--- config.mk ---
export PLATFORM = sky130hd
export DESIGN_NAME = servo_command_deframer
export DESIGN_NICKNAME = d
export VERILOG_FILES = /design/src/scd_pkg.sv /design/src/servo_command_deframer.sv
export SDC_FILE = /design/constraint.sdc
export NUM_CORES = 1
export LEC_CHECK = 0
export BUFFER_PORTS_ARGS = -buffer_cell sky130_fd_sc_hd__buf_2
export CAP_MARGIN = 20
export CORE_MARGIN = 8
export CORE_UTILIZATION = 61
export DETAILED_ROUTE_END_ITERATION = 10
export MAX_ROUTING_LAYER = met4
export PLACE_DENSITY_LB_ADDON = 0.08
export SKIP_LAST_GASP = 1
export SLEW_MARGIN = 20
export SYNTH_ARGS = -nofsm -noshare
export SYNTH_HDL_FRONTEND = slang
export SYNTH_SLANG_ARGS = --single-unit
--- constraint.sdc ---
create_clock -name clk -period 6.2 [get_ports clk]
set_input_delay 0.62 -clock clk [delete_from_list [all_inputs] [get_ports clk]]
set_output_delay 0.62 -clock clk [all_outputs]
set_load 0.01 [all_outputs]
--- src/scd_pkg.sv ---
// Package for the servo command deframer: codes, widths, CRC and clamp helpers.
`default_nettype none
package scd_pkg;

	localparam int BYTE_W  = 8;
	localparam int ANGLE_W = 16;
	localparam int CRC_W   = 16;
	localparam int CFG_IDX_W = 2;

	localparam logic [BYTE_W-1:0]  START_BYTE = 8'hFF;
	localparam logic [CRC_W-1:0]   CRC_POLY   = 16'h1021;
	localparam logic [CRC_W-1:0]   CRC_INIT   = 16'hFFFF;
	localparam logic [BYTE_W-1:0]  CMD_SERVO  = 8'h00;

	localparam logic [CFG_IDX_W-1:0] REG_MIN_ANGLE = 2'd0;
	localparam logic [CFG_IDX_W-1:0] REG_MAX_ANGLE = 2'd1;

	localparam logic [ANGLE_W-1:0] MIN_ANGLE_RST = 16'd0;
	localparam logic [ANGLE_W-1:0] MAX_ANGLE_RST = 16'd31416;

	typedef enum logic [1:0] {
		ST_OK      = 2'd0,
		ST_CRC_ERR = 2'd1,
		ST_BAD_ID  = 2'd2
	} status_t;

	// CRC-16/CCITT-FALSE, one byte, MSB first
	function automatic logic [CRC_W-1:0] crc_feed(input logic [CRC_W-1:0] crc,
			input logic [BYTE_W-1:0] b);
		logic [CRC_W-1:0] c;
		c = crc ^ {b, 8'h00};
		for (int k = 0; k < BYTE_W; k++) begin
			if (c[CRC_W-1])
				c = {c[CRC_W-2:0], 1'b0} ^ CRC_POLY;
			else
				c = {c[CRC_W-2:0], 1'b0};
		end
		return c;
	endfunction

	function automatic logic [ANGLE_W-1:0] clamp_angle(input logic [ANGLE_W-1:0] raw,
			input logic [ANGLE_W-1:0] lo, input logic [ANGLE_W-1:0] hi);
		logic [ANGLE_W-1:0] v;
		v = (raw < hi) ? raw : hi;
		return (v > lo) ? v : lo;
	endfunction

endpackage
`default_nettype wire

--- src/servo_command_deframer.sv ---
// Servo command deframer top level: byte framing, running CRC, result register.
//
// Takes one received byte per transfer on the rx channel, at up to one byte
// every cycle. A frame is the start byte 0xFF, a command id, four big-endian
// 16-bit angles and a big-endian CRC-16/CCITT-FALSE over the nine payload
// bytes; 0xFF inside a frame is plain data. Each accepted byte is held in an
// input register, from which the frame state and CRC are updated unless a
// stalled result holds them; the last CRC byte loads the result register.
// Status 0 carries the four angles clamped to [min_angle, max_angle]
// (min_angle wins if the bounds cross); CRC mismatch (1) and unknown id (2)
// carry zero angles. The byte CRC update is combinational, which sets the
// one-byte-per-cycle rate; the input stalls only while a result waits
// stalled in the result register.
// Write min_angle/max_angle only while the block is idle.
`default_nettype none
module servo_command_deframer (
	input  wire logic                          clk,
	input  wire logic                          arst_n,
	input  wire logic                          rx_valid,
	output logic                               rx_stall,
	input  wire logic [scd_pkg::BYTE_W-1:0]    rx_byte,
	output logic                               res_valid,
	input  wire logic                          res_stall,
	output scd_pkg::status_t                   frame_status,
	output logic [scd_pkg::ANGLE_W-1:0]        angle_ch0,
	output logic [scd_pkg::ANGLE_W-1:0]        angle_ch1,
	output logic [scd_pkg::ANGLE_W-1:0]        angle_ch2,
	output logic [scd_pkg::ANGLE_W-1:0]        angle_ch3,
	input  wire logic                          cfg_we,
	input  wire logic [scd_pkg::CFG_IDX_W-1:0] cfg_index,
	input  wire logic [scd_pkg::ANGLE_W-1:0]   cfg_data
);
	import scd_pkg::*;

	localparam logic [1:0] PH_IDLE    = 2'd0;
	localparam logic [1:0] PH_PAYLOAD = 2'd1;
	localparam logic [1:0] PH_CRC     = 2'd2;
	localparam logic [3:0] LAST_PAYLOAD = 4'd8;

	logic [ANGLE_W-1:0] min_angle_q, max_angle_q;

	logic              vld_s1;
	logic [BYTE_W-1:0] byte_s1;

	logic [1:0]        phase_q;
	logic [3:0]        cnt_q;
	logic [CRC_W-1:0]  crc_q;
	logic [BYTE_W-1:0] cmd_q;
	logic [BYTE_W-1:0] ang_q [8];
	logic [BYTE_W-1:0] crc_hi_q;

	logic              res_valid_q;
	status_t           status_q;
	logic [ANGLE_W-1:0] out_q [4];

	logic              proc, fire, emit;
	logic [CRC_W-1:0]  crc_next;
	logic [CRC_W-1:0]  rx_crc;
	status_t           status_d;
	logic [ANGLE_W-1:0] out_d [4];

	assign proc     = !(res_valid_q && res_stall);
	assign fire     = vld_s1 && proc;
	assign rx_stall = vld_s1 && !proc;
	assign emit     = fire && (phase_q == PH_CRC) && (cnt_q != 4'd0);
	assign crc_next = crc_feed(crc_q, byte_s1);
	assign rx_crc   = {crc_hi_q, byte_s1};

	always_comb begin
		if (rx_crc != crc_q)
			status_d = ST_CRC_ERR;
		else if (cmd_q != CMD_SERVO)
			status_d = ST_BAD_ID;
		else
			status_d = ST_OK;
		for (int j = 0; j < 4; j++) begin
			if (status_d == ST_OK)
				out_d[j] = clamp_angle({ang_q[2*j], ang_q[2*j+1]}, min_angle_q, max_angle_q);
			else
				out_d[j] = '0;
		end
	end

	always_ff @(posedge clk or negedge arst_n) begin
		if (!arst_n) begin
			min_angle_q <= MIN_ANGLE_RST;
			max_angle_q <= MAX_ANGLE_RST;
		end else if (cfg_we) begin
			if (cfg_index == REG_MIN_ANGLE)
				min_angle_q <= cfg_data;
			else if (cfg_index == REG_MAX_ANGLE)
				max_angle_q <= cfg_data;
		end
	end

	// input register
	always_ff @(posedge clk or negedge arst_n) begin
		if (!arst_n) begin
			vld_s1 <= 1'b0;
		end else if (!rx_stall) begin
			vld_s1 <= rx_valid;
		end
	end

	always_ff @(posedge clk) begin
		if (rx_valid && !rx_stall)
			byte_s1 <= rx_byte;
	end

	// frame state
	always_ff @(posedge clk or negedge arst_n) begin
		if (!arst_n) begin
			phase_q <= PH_IDLE;
			cnt_q   <= '0;
			crc_q   <= CRC_INIT;
		end else if (fire) begin
			case (phase_q)
				PH_PAYLOAD: begin
					crc_q <= crc_next;
					if (cnt_q == LAST_PAYLOAD) begin
						phase_q <= PH_CRC;
						cnt_q   <= '0;
					end else begin
						cnt_q <= cnt_q + 4'd1;
					end
				end
				PH_CRC: begin
					if (cnt_q == 4'd0) begin
						cnt_q <= 4'd1;
					end else begin
						phase_q <= PH_IDLE;
						cnt_q   <= '0;
						crc_q   <= CRC_INIT;
					end
				end
				default: begin
					if (byte_s1 == START_BYTE) begin
						phase_q <= PH_PAYLOAD;
						cnt_q   <= '0;
						crc_q   <= CRC_INIT;
					end else begin
						phase_q <= PH_IDLE;
					end
				end
			endcase
		end
	end

	always_ff @(posedge clk) begin
		if (fire && phase_q == PH_PAYLOAD) begin
			if (cnt_q == 4'd0)
				cmd_q <= byte_s1;
			else
				ang_q[3'(cnt_q - 4'd1)] <= byte_s1;
		end
		if (fire && phase_q == PH_CRC && cnt_q == 4'd0)
			crc_hi_q <= byte_s1;
	end

	// result register
	always_ff @(posedge clk or negedge arst_n) begin
		if (!arst_n) begin
			res_valid_q <= 1'b0;
		end else if (emit) begin
			res_valid_q <= 1'b1;
		end else if (!res_stall) begin
			res_valid_q <= 1'b0;
		end
	end

	always_ff @(posedge clk) begin
		if (emit) begin
			status_q <= status_d;
			for (int j = 0; j < 4; j++)
				out_q[j] <= out_d[j];
		end
	end

	assign res_valid    = res_valid_q;
	assign frame_status = status_q;
	assign angle_ch0    = out_q[0];
	assign angle_ch1    = out_q[1];
	assign angle_ch2    = out_q[2];
	assign angle_ch3    = out_q[3];

	a_payload_cnt: assert property (@(posedge clk) disable iff (!arst_n)
		phase_q == PH_PAYLOAD |-> cnt_q <= LAST_PAYLOAD)
		else $error("payload byte count overrun");

	a_idle_crc: assert property (@(posedge clk) disable iff (!arst_n)
		phase_q == PH_IDLE |-> crc_q == CRC_INIT)
		else $error("CRC not reset while idle");

	a_emit_idle: assert property (@(posedge clk) disable iff (!arst_n)
		emit |=> phase_q == PH_IDLE && res_valid_q)
		else $error("frame end did not return to idle with a result");

	a_err_zero: assert property (@(posedge clk) disable iff (!arst_n)
		res_valid_q && status_q != ST_OK |->
		out_q[0] == '0 && out_q[1] == '0 && out_q[2] == '0 && out_q[3] == '0)
		else $error("rejected frame carries nonzero angles");

endmodule
`default_nettype wire

Yosys cells after proc, flatten, opt, wreduce, memory -nomap -nowiden:

Memory sizes are Yosys's and may differ from the RTL's.
Cells that the tools add are included.
W data, S select, Z words.

* reduce and logical (&&, ||, !) cells: 22
* muxes and demuxes: 40
* equal/unequal tests: 9
* bitwise gates (word level): 10
* $add $sub $neg: 2
* $lt $le $gt $ge: 8

Operator list (number)
* $mux W16: 14
* $mux W13: 8
* $gt A16 B16 Y1: 4
* $lt A16 B16 Y1: 4
* $pmux W16 S2: 1
* $not A3 Y3: 8
* $ne A16 B16 Y1: 1
* $xor A16 B16 Y16: 1
* $mux W1: 9
* $reduce_and A3 Y1: 3
* $eq A8 B8 Y1 const B: 1
* $logic_and A1 B1 Y1: 8
* $mux W2: 4
* $mux W4: 2
* $pmux W4 S2: 1
* $reduce_bool A8 Y1: 1
* $reduce_and A2 Y1: 3
* $add A4 B1 Y4 const B: 1
* $eq A2 B1 Y1 const B: 2
* $eq A4 B4 Y1 const B: 1
* $logic_not A2 Y1: 2
* $logic_not A4 Y1: 1
* $ne A2 B2 Y1 const B: 2
* $pmux W2 S2: 1
* other kinds (7): 8

* bits in registers: 82
* bits of input ports: 31
* output and inout bits: 68
* memories kept: 2
* memory bits (writable): 128

Memory list
* ang_q: depth 8, width 8, read ports 8, clocked after memory_dff 0, wr ports 1, line servo_command_deframer.sv:49 `logic [BYTE_W-1:0] ang_q [8];`
* out_q: depth 4, width 16, read ports 4, clocked after memory_dff 0, wr ports 4, line servo_command_deframer.sv:54 `logic [ANGLE_W-1:0] out_q [4];`

Logic depth before layout (Yosys ltp):

Gate-level depths: netlist (run 1).

* depth in word-level cells: 18
* mapped depth: 17

Worst setup path before layout (run 1):

Ideal clock, no wire load.

* path type: input -> register
* from: input port res_stall
* to: register status_q[0], in the netlist frame_status[0] (enable)
* library setup time: 0.492 ns
* setup slack: 1.827 ns
* required time: 5.708 ns
* stages on the path: 3
* arrival time: 3.881 ns
* buffers on the path: 0
* cells stage by stage: a21boi_1 -> nand2_1 -> nor2_1

* cells in the longest elaborated chain, start to end: 5

RTL lines
* from (decl): line servo_command_deframer.sv:23 `input wire logic res_stall,`
* $logic_and A1 B1 Y1: line servo_command_deframer.sv:62 `assign proc = !(res_valid_q && res_stall);`
* $logic_not A1 Y1: line servo_command_deframer.sv:62
* $logic_and A1 B1 Y1: line servo_command_deframer.sv:63 `assign fire = vld_s1 && proc;`
* $logic_and A1 B1 Y1 (2 in a row): line servo_command_deframer.sv:65 `assign emit = fire && (phase_q == PH_CRC) && (cnt_q != 4'd0);`
* named net emit: line servo_command_deframer.sv:56 `logic proc, fire, emit;`
* to (signal assigned): line servo_command_deframer.sv:173 `status_q <= status_d;`
* to (decl): line servo_command_deframer.sv:53 `status_t status_q;`

The timed path passes the listed nets, and every way through them passes these cells.
A chain may end at the register's enable or synchronous reset.

==> results of run 1 <==
-- cell type report --
| class | count | share of cell area |
|---|---|---|
| multi-input combinational | 686 | 0.401 |
| clock inverter | 6 | 0.00760 |
| timing repair buffer | 116 | 0.0466 |
| sequential | 210 | 0.449 |
| inverter | 88 | 0.0245 |
| tap | 265 | 0.0246 |
| clock buffer | 34 | 0.0472 |
-- path summary, 6_finish.rpt --
kind | start | depth (start not counted) | to
setup / recovery | max_angle_q[14] | 15 | out_q[2][14]
hold / removal | arst_n | 2 | vld_s1
setup reg to reg | max_angle_q[14] | 15 | out_q[2][14]
hold reg to reg | crc_q[3] | 2 | crc_q[3]
max in group asynchronous | arst_n | 2 | min_angle_q[2]
min in group clk | rx_byte[2] | 1 | byte_s1[2]
-- critical path, stage by stage, from the launching register on --
cell	delay, ns
sky130_fd_sc_hd__dfstp_2	0.58
sky130_fd_sc_hd__inv_1	0.11
sky130_fd_sc_hd__ha_1	0.35
sky130_fd_sc_hd__and4_1	0.24
sky130_fd_sc_hd__a221o_1	0.35
sky130_fd_sc_hd__a31oi_4	0.63
sky130_fd_sc_hd__mux2i_1	0.39
sky130_fd_sc_hd__inv_1	0.09
sky130_fd_sc_hd__ha_1	0.33
sky130_fd_sc_hd__nand4_1	0.16
sky130_fd_sc_hd__nor4_1	0.51
sky130_fd_sc_hd__a21boi_0	0.33
sky130_fd_sc_hd__o31a_1	0.56
sky130_fd_sc_hd__buf_6	0.25
sky130_fd_sc_hd__o21ai_0	0.09
sky130_fd_sc_hd__a21oi_1	0.22
-- registers in the layout, summed over array words and instances (netlist names) --
register      count
ang_q            64
byte_s1           8
cmd_q             8
cnt_q             4
crc_hi_q          8
crc_q            16
frame_status      2
max_angle_q      16
min_angle_q      16
out_q            64
phase_q           2
res_valid         1
vld_s1            1
-- synthesized netlist by cell type, types with 6 or more instances --
cell type	number
sky130_fd_sc_hd__a21oi_1	95
sky130_fd_sc_hd__a31oi_1	6
sky130_fd_sc_hd__nand2_1	52
sky130_fd_sc_hd__mux2_2	23
sky130_fd_sc_hd__nor2b_1	9
sky130_fd_sc_hd__nand2b_1	6
sky130_fd_sc_hd__ha_1	128
sky130_fd_sc_hd__edfxtp_1	154
sky130_fd_sc_hd__o211a_1	15
sky130_fd_sc_hd__mux2i_1	49
sky130_fd_sc_hd__a221o_1	6
sky130_fd_sc_hd__dfstp_2	25
sky130_fd_sc_hd__o21ai_0	82
sky130_fd_sc_hd__mux2_4	9
sky130_fd_sc_hd__dfrtp_1	31
sky130_fd_sc_hd__nand4_1	21
sky130_fd_sc_hd__o22a_1	8
sky130_fd_sc_hd__xor2_1	30
sky130_fd_sc_hd__clkbuf_1	23
sky130_fd_sc_hd__nor4_1	11
sky130_fd_sc_hd__or3_1	17
sky130_fd_sc_hd__inv_1	88
sky130_fd_sc_hd__nand3_1	15
sky130_fd_sc_hd__xnor2_1	12
sky130_fd_sc_hd__a21o_1	8
sky130_fd_sc_hd__nor2_1	31
-- layer usage --
| metal | global-route usage | share of wire |
|---|---|---|
| met1 | 0.319 | 0.45 |
| met5 | - | 0 |
| met2 | 0.381 | 0.45 |
| met4 | 0.0892 | 0.036 |
| met3 | 0.0321 | 0.065 |
-- logic make-up after synthesis --
logic type,synth area share
xor+xnor,0.0309
flops,0.508
compound gates,0.135
buf+inv,0.0403
fa+ha+maj,0.134
mux,0.0742
simple gates,0.0770
-- power groups by stage --
stage / Combinational (uW) / Clock [uW] / Sequential, uW
floorplan: 856 / 0 / 1700
global placement: 1120 / 0 / 1720
detailed placement: 1150 / 0 / 1730
CTS: 1160 / 1360 / 1700
global route: 1300 / 1420 / 1710
finish: 1170 / 1350 / 1700
-- stage by stage --
step	cell area [um2]	instances	util
final	13500	1405	0.698
after global routing	13500	1405	0.698
after CTS	13500	1404	0.698
after detailed placement	12700	1364	0.659
after global placement	12700	1364	0.659
after floorplan	11900	1015	-
==> run_results.csv, run 1 <==
group,metric,value,unit
critical_path,crit_path_start_kind,"flip-flop",
synth,syn_nets,1174,
clock_network,clock_sinks,210,
place,place.gp.congestion,0.939,
routing,postRouteAntennaNets,0,
pwr,power.leakage,0.00560,uW
finish,finalNetCount,1283,
pwr,p_sw,1330,uW
sta,post-route-min-period,5.37,ns
sta,clock_skew,0.0113,ns
pwr,totalPowerFinal,4220,uW
critical_path,critPathMaxFanout,17,
grt,vias_in_the_first_global_route,8110,
synth,syn-instance-count,1015,
synth,number_of_register_bits_inferred_by_synthesis,210,
sta,final-setup-viol-count,0,
routing,via_count,8343,
finish,areaGrowthSynthToFinish,13.3,%
floorplan,initial_utilization,0.616,
sta,grt_setup_unrepaired,"no",
routing,drt_wl_total,28.9,mm
synth,synth_area_leader_cell,"sky130_fd_sc_hd__edfxtp_1",
critical_path,rrSetupSlack,0.83,ns
grt,grt_first_pass_wirelength,44.3,mm
finish,mostFrequentLayoutCells,"154 x sky130_fd_sc_hd__edfxtp_1, 128 x sky130_fd_sc_hd__ha_1, 98 x sky130_fd_sc_hd__buf_2, 95 x sky130_fd_sc_hd__a21oi_1, 88 x sky130_fd_sc_hd__inv_1",
clock_network,cts_max_path_buffers,3,
sta,hold_ws,0.271,ns
grt,maximum_number_of_pins_on_one_net_before_global_route_repair,65,
synth,postSynth.asyncResetShare,0.267,
routing,viasPerCell,5.94,
clock_network,post_cts_resized,0,
outcome,run_status,"complete, no violations",
synth,post_synth_num_cell_types,53,
pwr,power_frac_comb,0.278,
synth,synth-edff-count,154,
finish,layout-drive-gt1-share,0.189,
finish,num_antenna_cells,0,
floorplan,io_pins,99,
pwr,internal-power,2900,uW
job,max_cap_violations,0,
clock_network,root_buffer,"sky130_fd_sc_hd__clkbuf_16",
place,port_buffers,98,
floorplan,row_count,51,
pwr,p_sw_frac,0.314,
floorplan,die_height,156,um
clock_network,cts_tree,"done",
synth,post_synth.cell_area_avg,11.7,um2
floorplan,floorplan.core_area,19300,um2
worst_hold_path,worst_hold_path_type,"in2async",
pwr,power.density,313,nW/um2
clock_network,worst_setup_hold_path_clk_slew,0.06,ns
finish,layout.filler_cells,1424,
sta,totalNegativeSetupSlack,0,ns
sta,slew-limit-headroom,0.310,
finish,layout_commonest_cell,"sky130_fd_sc_hd__edfxtp_1",
grt,grt_overflow,0,
clock_network,htree_num_levels,1,
floorplan,die_w,156,um
place,detailedPlace.worstSlack,0.627,ns
synth,synth_top_cell_area_share,0.388,
pwr,share_clk_of_total_power,0.319,
sta,fin_ws,0.825,ns
sta,worstMarginPinSlew,1.03,ns
clock_network,cts_buffers,22,
sta,timing.final.hold_violations,0,
routing,route.detailed.wl_per_inst,20.6,um
critical_path,end_kind,"flip-flop",
sta,maxSlewViolCount,0,
routing,drc,0,
clock_network,cts_setup_buffers,0,
pwr,vdd_ir_drop_max,0.287,mV
routing,detailedRoute.firstIterationViolations,721,
critical_path,arrival_time_at_the_worst_endpoint,5.71,ns
sta,final.period_utilization,0.867,
finish,multiInputGateArea,5410,um2
grt,globalRouteTotalUtil,0.243,
floorplan,design.die.area,24300,um2
critical_path,crit_type,"reg2reg",
clock_network,cts.hold.buffers_added,0,
synth,postSynth.topFlopCell,"sky130_fd_sc_hd__edfxtp_1",
synth,synth.area.top_cells,"sky130_fd_sc_hd__edfxtp_1 39%, sky130_fd_sc_hd__ha_1 13%, sky130_fd_sc_hd__dfrtp_1 6.5%, sky130_fd_sc_hd__dfstp_2 5.5%, sky130_fd_sc_hd__mux2i_1 4.1%",
synth,netlist_area,11900,um2
finish,sequential_area,6060,um2
synth,sequential_fraction_of_the_synthesis_area,0.508,
routing,drt-pass1-iter-count,5,
synth,synthesis.yosys.warnings,0,
sta,max_freq,186,MHz
critical_path,worst_ep_required_time,6.53,ns
clock_network,clock_insertion_delay_worst_skew,0.51,ns
grt,antenna_violations_before_repair,0,
place,dp_hpwl,21.9,mm
pwr,seqPwrFrac,0.403,
Power figures use the tool's default switching activity.
==> run 2: changes to the inputs <==
Settings changed: RECOVER_POWER set to 25.
==> run 2 against run 1 <==
Via count hardly changed. Sequential power hardly changed. Wire length is 0.36% higher. Largest cell class unchanged. Worst setup slack better by 0.010 ns. Non-clock buffer count stayed put. Die area stayed put. Sequential share of layout area is 0.11 points higher. Register-to-register slack hardly changed. The run now ends with max-capacitance violations, max-slew violations left. Clock power hardly changed. Hold slack better by 0.018 ns. Power hardly changed. Final area is 0.24% lower.
==> run_results.csv, run 2 (synthesis results as in run 1) <==
group,metric,value,unit
place,port_buffers,98,
finish,finalNetCount,1283,
critical_path,arrival_time_at_the_worst_endpoint,5.70,ns
clock_network,cts_setup_buffers,0,
finish,layout-drive-gt1-share,0.181,
routing,via_count,8347,
pwr,share_clk_of_total_power,0.319,
place,dp_hpwl,21.9,mm
grt,antenna_violations_before_repair,0,
pwr,power_frac_comb,0.278,
sta,final-setup-viol-count,0,
grt,maximum_number_of_pins_on_one_net_before_global_route_repair,65,
clock_network,post_cts_resized,0,
clock_network,cts_tree,"done",
sta,post-route-min-period,5.36,ns
pwr,vdd_ir_drop_max,0.286,mV
clock_network,htree_num_levels,1,
routing,detailedRoute.firstIterationViolations,674,
routing,drt-pass1-iter-count,5,
clock_network,cts.hold.buffers_added,0,
critical_path,crit_path_start_kind,"flip-flop",
clock_network,cts_buffers,22,
routing,drc,0,
floorplan,initial_utilization,0.616,
clock_network,worst_setup_hold_path_clk_slew,0.06,ns
place,placed_area,12700,um2
finish,mostFrequentLayoutCells,"154 x sky130_fd_sc_hd__edfxtp_1, 128 x sky130_fd_sc_hd__ha_1, 97 x sky130_fd_sc_hd__buf_2, 95 x sky130_fd_sc_hd__a21oi_1, 88 x sky130_fd_sc_hd__inv_1",
finish,areaGrowthSynthToFinish,13.0,%
clock_network,root_buffer,"sky130_fd_sc_hd__clkbuf_16",
routing,drt_wl_total,29.0,mm
finish,num_antenna_cells,0,
floorplan,design.die.area,24300,um2
clock_network,cts_max_path_buffers,3,
outcome,run_status,"finished, violations left",
routing,viasPerCell,5.94,
pwr,power.density,314,nW/um2
pwr,internal-power,2900,uW
worst_hold_path,worst_hold_path_type,"in2reg",
sta,max_freq,186,MHz
place,place.gp.congestion,0.939,
pwr,totalPowerFinal,4220,uW
sta,slew-limit-headroom,-1.22,
floorplan,floorplan.core_area,19300,um2
finish,layout_commonest_cell,"sky130_fd_sc_hd__edfxtp_1",
pwr,power.leakage,0.00557,uW
critical_path,end_kind,"flip-flop",
critical_path,worst_ep_required_time,6.54,ns
floorplan,die_w,156,um
routing,postRouteAntennaNets,0,
routing,route.detailed.wl_per_inst,20.6,um
sta,totalNegativeSetupSlack,0,ns
sta,hold_ws,0.288,ns
pwr,seqPwrFrac,0.403,
pwr,p_sw_frac,0.314,
pwr,p_sw,1330,uW
critical_path,critPathMaxFanout,17,
sta,timing.final.hold_violations,0,
sta,final.period_utilization,0.865,
floorplan,die_height,156,um
grt,vias_in_the_first_global_route,8110,
grt,grt_first_pass_wirelength,44.3,mm
sta,grt_setup_unrepaired,"no",
sta,clock_skew,0.0138,ns
critical_path,crit_type,"reg2reg",
grt,globalRouteTotalUtil,0.243,
job,max_cap_violations,1,
clock_network,clock_insertion_delay_worst_skew,0.51,ns
outcome,violations_in_the_final_reports,"max-capacitance violations, max-slew violations",
sta,maxSlewViolCount,57,
clock_network,clock_sinks,210,
floorplan,io_pins,99,
finish,reg_top3,"ang_q: 64 flops, out_q: 64 flops",
sta,worstMarginPinSlew,3.34,ns
finish,total_non_filler_cell_area_in_the_finished_layout,13500,um2
floorplan,row_count,51,
grt,grt_overflow,0,
[run 2: changes by cell type in the layout (fill, tap and decap cells not counted), sizes merged]
cell    change
clkbuf      +8
buf         -8
[run 2: layout make-up]
class / instances / area (um2)
clock buffer: 34 / 637
clock inverter: 6 / 103
fill: 1432 / 5870
inverter: 88 / 330
multi-input combinational: 686 / 5410
sequential: 210 / 6060
tap: 265 / 332
timing repair buffer: 116 / 602
[run 2: power groups by stage]
stage	Clock, uW	Combinational [uW]	Sequential [uW]
finish	1350	1170	1700
global route	1420	1290	1710
CTS	1360	1160	1700
detailed placement	0	1150	1730
global placement	0	1120	1720
floorplan	0	856	1700
[run 2: metrics by stage]
stage,instances,utilization,setup WS (ns)
2_1_floorplan,1015,-,1.83
3_3_place_gp,1364,0.659,0.746
3_5_place_dp,1364,0.659,0.627
4_1_cts,1404,0.698,0.613
5_1_grt,1405,0.696,0.610
6_report,1405,0.696,0.836
[run 2: worst max-delay path: stages (launching register included)]
cell                       delay, ns
sky130_fd_sc_hd__dfstp_2        0.57
sky130_fd_sc_hd__inv_1          0.11
sky130_fd_sc_hd__ha_1           0.35
sky130_fd_sc_hd__and4_1         0.24
sky130_fd_sc_hd__a221o_1        0.35
sky130_fd_sc_hd__a31oi_4        0.63
sky130_fd_sc_hd__mux2i_1        0.39
sky130_fd_sc_hd__inv_1          0.09
sky130_fd_sc_hd__ha_1           0.33
sky130_fd_sc_hd__nand4_1        0.16
sky130_fd_sc_hd__nor4_1         0.51
sky130_fd_sc_hd__a21boi_0       0.34
sky130_fd_sc_hd__o31a_1         0.56
sky130_fd_sc_hd__buf_6          0.25
sky130_fd_sc_hd__o21ai_0        0.08
sky130_fd_sc_hd__a21oi_1        0.21
[run 2: worst paths after layout]
check                                start              to  slack, ns  cells past startpoint
min                             rx_byte[2]      byte_s1[2]       0.29                      1
max                        max_angle_q[14]    out_q[2][14]       0.84                     15
max reg2reg                max_angle_q[14]    out_q[2][14]       0.84                     15
min in group asynchronous           arst_n          vld_s1       1.32                      2
max in group asynchronous           arst_n  min_angle_q[2]       2.99                      2
min reg2reg                       crc_q[3]        crc_q[3]       0.52                      2
[run 2: metal layers]
metal / vias to the layer above / GRT usage / wire length [um]
li1: 4005 / - / -
met1: 3989 / 0.319 / 13000
met2: 298 / 0.381 / 13200
met3: 55 / 0.0321 / 1850
met4: 0 / 0.0892 / 988
met5: - / - / 0
==> run 3: changes to the inputs <==
Settings changed: CELL_PAD_IN_SITES_DETAIL_PLACEMENT set to 1, CELL_PAD_IN_SITES_GLOBAL_PLACEMENT set to 2, CORE_UTILIZATION 61 to 41.
==> run 3 against run 2 <==
The run still ends with max-capacitance violations, max-slew violations left. Non-clock buffer count is 3 higher. Global-route usage is 4.7 points lower. Register-to-register slack worse by 0.54 ns. Sequential share of layout area is 0.81 points lower. Wire length is 16% higher. Flip-flop and latch count stayed put. Clock power is 7% higher. Sequential power hardly changed. Critical path type unchanged.
==> run_results.csv, run 3 (synthesis results as in run 1) <==
group,metric,value,unit
sta,final.period_utilization,0.952,
worst_hold_path,worst_hold_depth,1,
clock_network,clock_sinks,210,
clock_network,cts_tree,"done",
pwr,totalPowerFinal,4370,uW
floorplan,initial_utilization,0.416,
sta,maxSlewViolCount,57,
outcome,violations_in_the_final_reports,"max-capacitance violations, max-slew violations",
finish,layoutNonFillerInstCount,1531,
routing,postRouteAntennaNets,0,
sta,clock_skew,0.0120,ns
grt,maximum_number_of_pins_on_one_net_before_global_route_repair,65,
routing,route.detailed.wl_per_inst,22.0,um
sta,totalNegativeSetupSlack,0,ns
pwr,power.leakage,0.00561,uW
finish,mostFrequentLayoutCells,"154 x sky130_fd_sc_hd__edfxtp_1, 128 x sky130_fd_sc_hd__ha_1, 98 x sky130_fd_sc_hd__buf_2, 95 x sky130_fd_sc_hd__a21oi_1, 88 x sky130_fd_sc_hd__inv_1",
critical_path,worst_path_bufs_invs,3,
critical_path,arrival_time_at_the_worst_endpoint,6.27,ns
critical_path,crit_path_start_kind,"flip-flop",
routing,viasPerCell,5.41,
sta,grt_setup_unrepaired,"no",
clock_network,cts_buffers,24,
sta,post-route-min-period,5.90,ns
outcome,run_status,"finished, violations left",
sta,worstMarginPinSlew,3.53,ns
finish,areaGrowthSynthToFinish,15.1,%
critical_path,crit_type,"reg2reg",
place,dp_hpwl,26.3,mm
grt,vias_in_the_first_global_route,8684,
clock_network,post_cts_resized,0,
clock_network,cts_setup_buffers,0,
finish,num_antenna_cells,0,
routing,detailedRoute.firstIterationViolations,405,
finish,finalNetCount,1288,
finish,layout-drive-gt1-share,0.190,
sta,final-setup-viol-count,0,
critical_path,rrSetupSlack,0.30,ns
floorplan,design.die.area,34800,um2
grt,grt_first_pass_wirelength,52.4,mm
critical_path,worst_path_dominant_cell_family,"compound AO/OA/AOI/OAI gates",
grt,globalRouteTotalUtil,0.196,
critical_path,r2r.worst_path.cells,16,
worst_hold_path,worst_hold_path_type,"in2reg",
critical_path,cp_max_stage_delay,0.66,ns
critical_path,cp.depth,16,
finish,layout_commonest_cell,"sky130_fd_sc_hd__edfxtp_1",
critical_path,sequence_of_cells_on_the_critical_path,"inv_1 -> ha_1 -> a21oi_1 -> o21ai_0 -> a221o_1 -> a31oi_4 -> mux2i_1 -> inv_1 -> ha_1 -> nand4_1 -> nor4_1 -> a21boi_0 -> o31a_1 -> buf_4 -> o21ai_0 -> a21oi_1",
floorplan,floorplan.core_area,28600,um2
floorplan,io_pins,99,
finish,reg_top3,"ang_q: 64 flops, out_q: 64 flops",
clock_network,clock_insertion_delay_worst_skew,0.53,ns
clock_network,worst_setup_hold_path_clk_slew,0.06,ns
place,place.gp.congestion,0.857,
routing,drt-pass1-iter-count,5,
critical_path,end_kind,"flip-flop",
routing,via_count,8276,
floorplan,row_count,62,
routing,drc,0,
place,port_buffers,98,
job,max_cap_violations,1,
routing,drt_wl_total,33.8,mm
pwr,power.density,319,nW/um2
sta,slew-limit-headroom,-1.35,
grt,grt_overflow,0,
sta,timing.final.hold_violations,0,
clock_network,htree_num_levels,1,
pwr,vdd_ir_drop_max,0.256,mV
clock_network,cts_max_path_buffers,3,
floorplan,die_height,186,um
sta,max_freq,170,MHz
clock_network,root_buffer,"sky130_fd_sc_hd__clkbuf_16",
grt,antenna_violations_before_repair,0,
critical_path,worst_ep_required_time,6.57,ns
floorplan,die_w,186,um
critical_path,critPathMaxFanout,17,
place,numPlacedInstances,1487,
clock_network,cts.hold.buffers_added,0,
critical_path,critical_path.slowest_cell,"sky130_fd_sc_hd__a31oi_4",
run 3: cell types whose count changed in the layout (fill, tap and decap cells not counted), sizes merged:
cell,previous run,this run
clkinv,3,8
inv,88,89
clkbuf,42,36
buf,108,112
clkinvlp,0,3
run 3: layout make-up:
| type | instances | area, um2 |
|---|---|---|
| Fill cell | 3083 | 14900 |
| Tap cell | 384 | 480 |
| Clock buffer | 29 | 641 |
| Multi-Input combinational cell | 686 | 5410 |
| Timing Repair Buffer | 119 | 634 |
| Clock inverter | 15 | 163 |
| Sequential cell | 210 | 6060 |
| Inverter | 88 | 330 |
run 3: layer usage:
layer / GRT usage / share of wire
met1: 0.265 / 0.48
met3: 0.0295 / 0.044
met4: 0.0544 / 0.026
met5: - / 0
met2: 0.304 / 0.45
run 3: path summary, 6_finish.rpt:
check                               startpoint        endpoint
worst max-delay path            max_angle_q[9]     out_q[1][3]
worst min-delay path                rx_byte[6]      byte_s1[6]
worst max register to register  max_angle_q[9]     out_q[1][3]
worst min register to register        crc_q[1]        crc_q[1]
max in group asynchronous               arst_n  min_angle_q[2]
min in group asynchronous               arst_n          vld_s1
run 3: through the flow:
stage | area (um2) | utilization | setup WS, ns | hold WS (ns)
global route | 13700 | 0.479 | 0.0530 | 0.250
detailed placement | 12900 | 0.452 | 0.314 | 0.518
CTS | 13700 | 0.480 | 0.301 | 0.244
floorplan | 11900 | - | 1.83 | 0.324
finish | 13700 | 0.479 | 0.301 | 0.265
global placement | 12900 | 0.452 | 0.419 | 0.503
run 3: report_power, final:
group	internal [uW]	leakage, uW	total (uW)	switching, uW
clock	862	0.000380	1450	584
sequential	1600	0.00190	1700	95.5
combinational	477	0.00333	1230	753
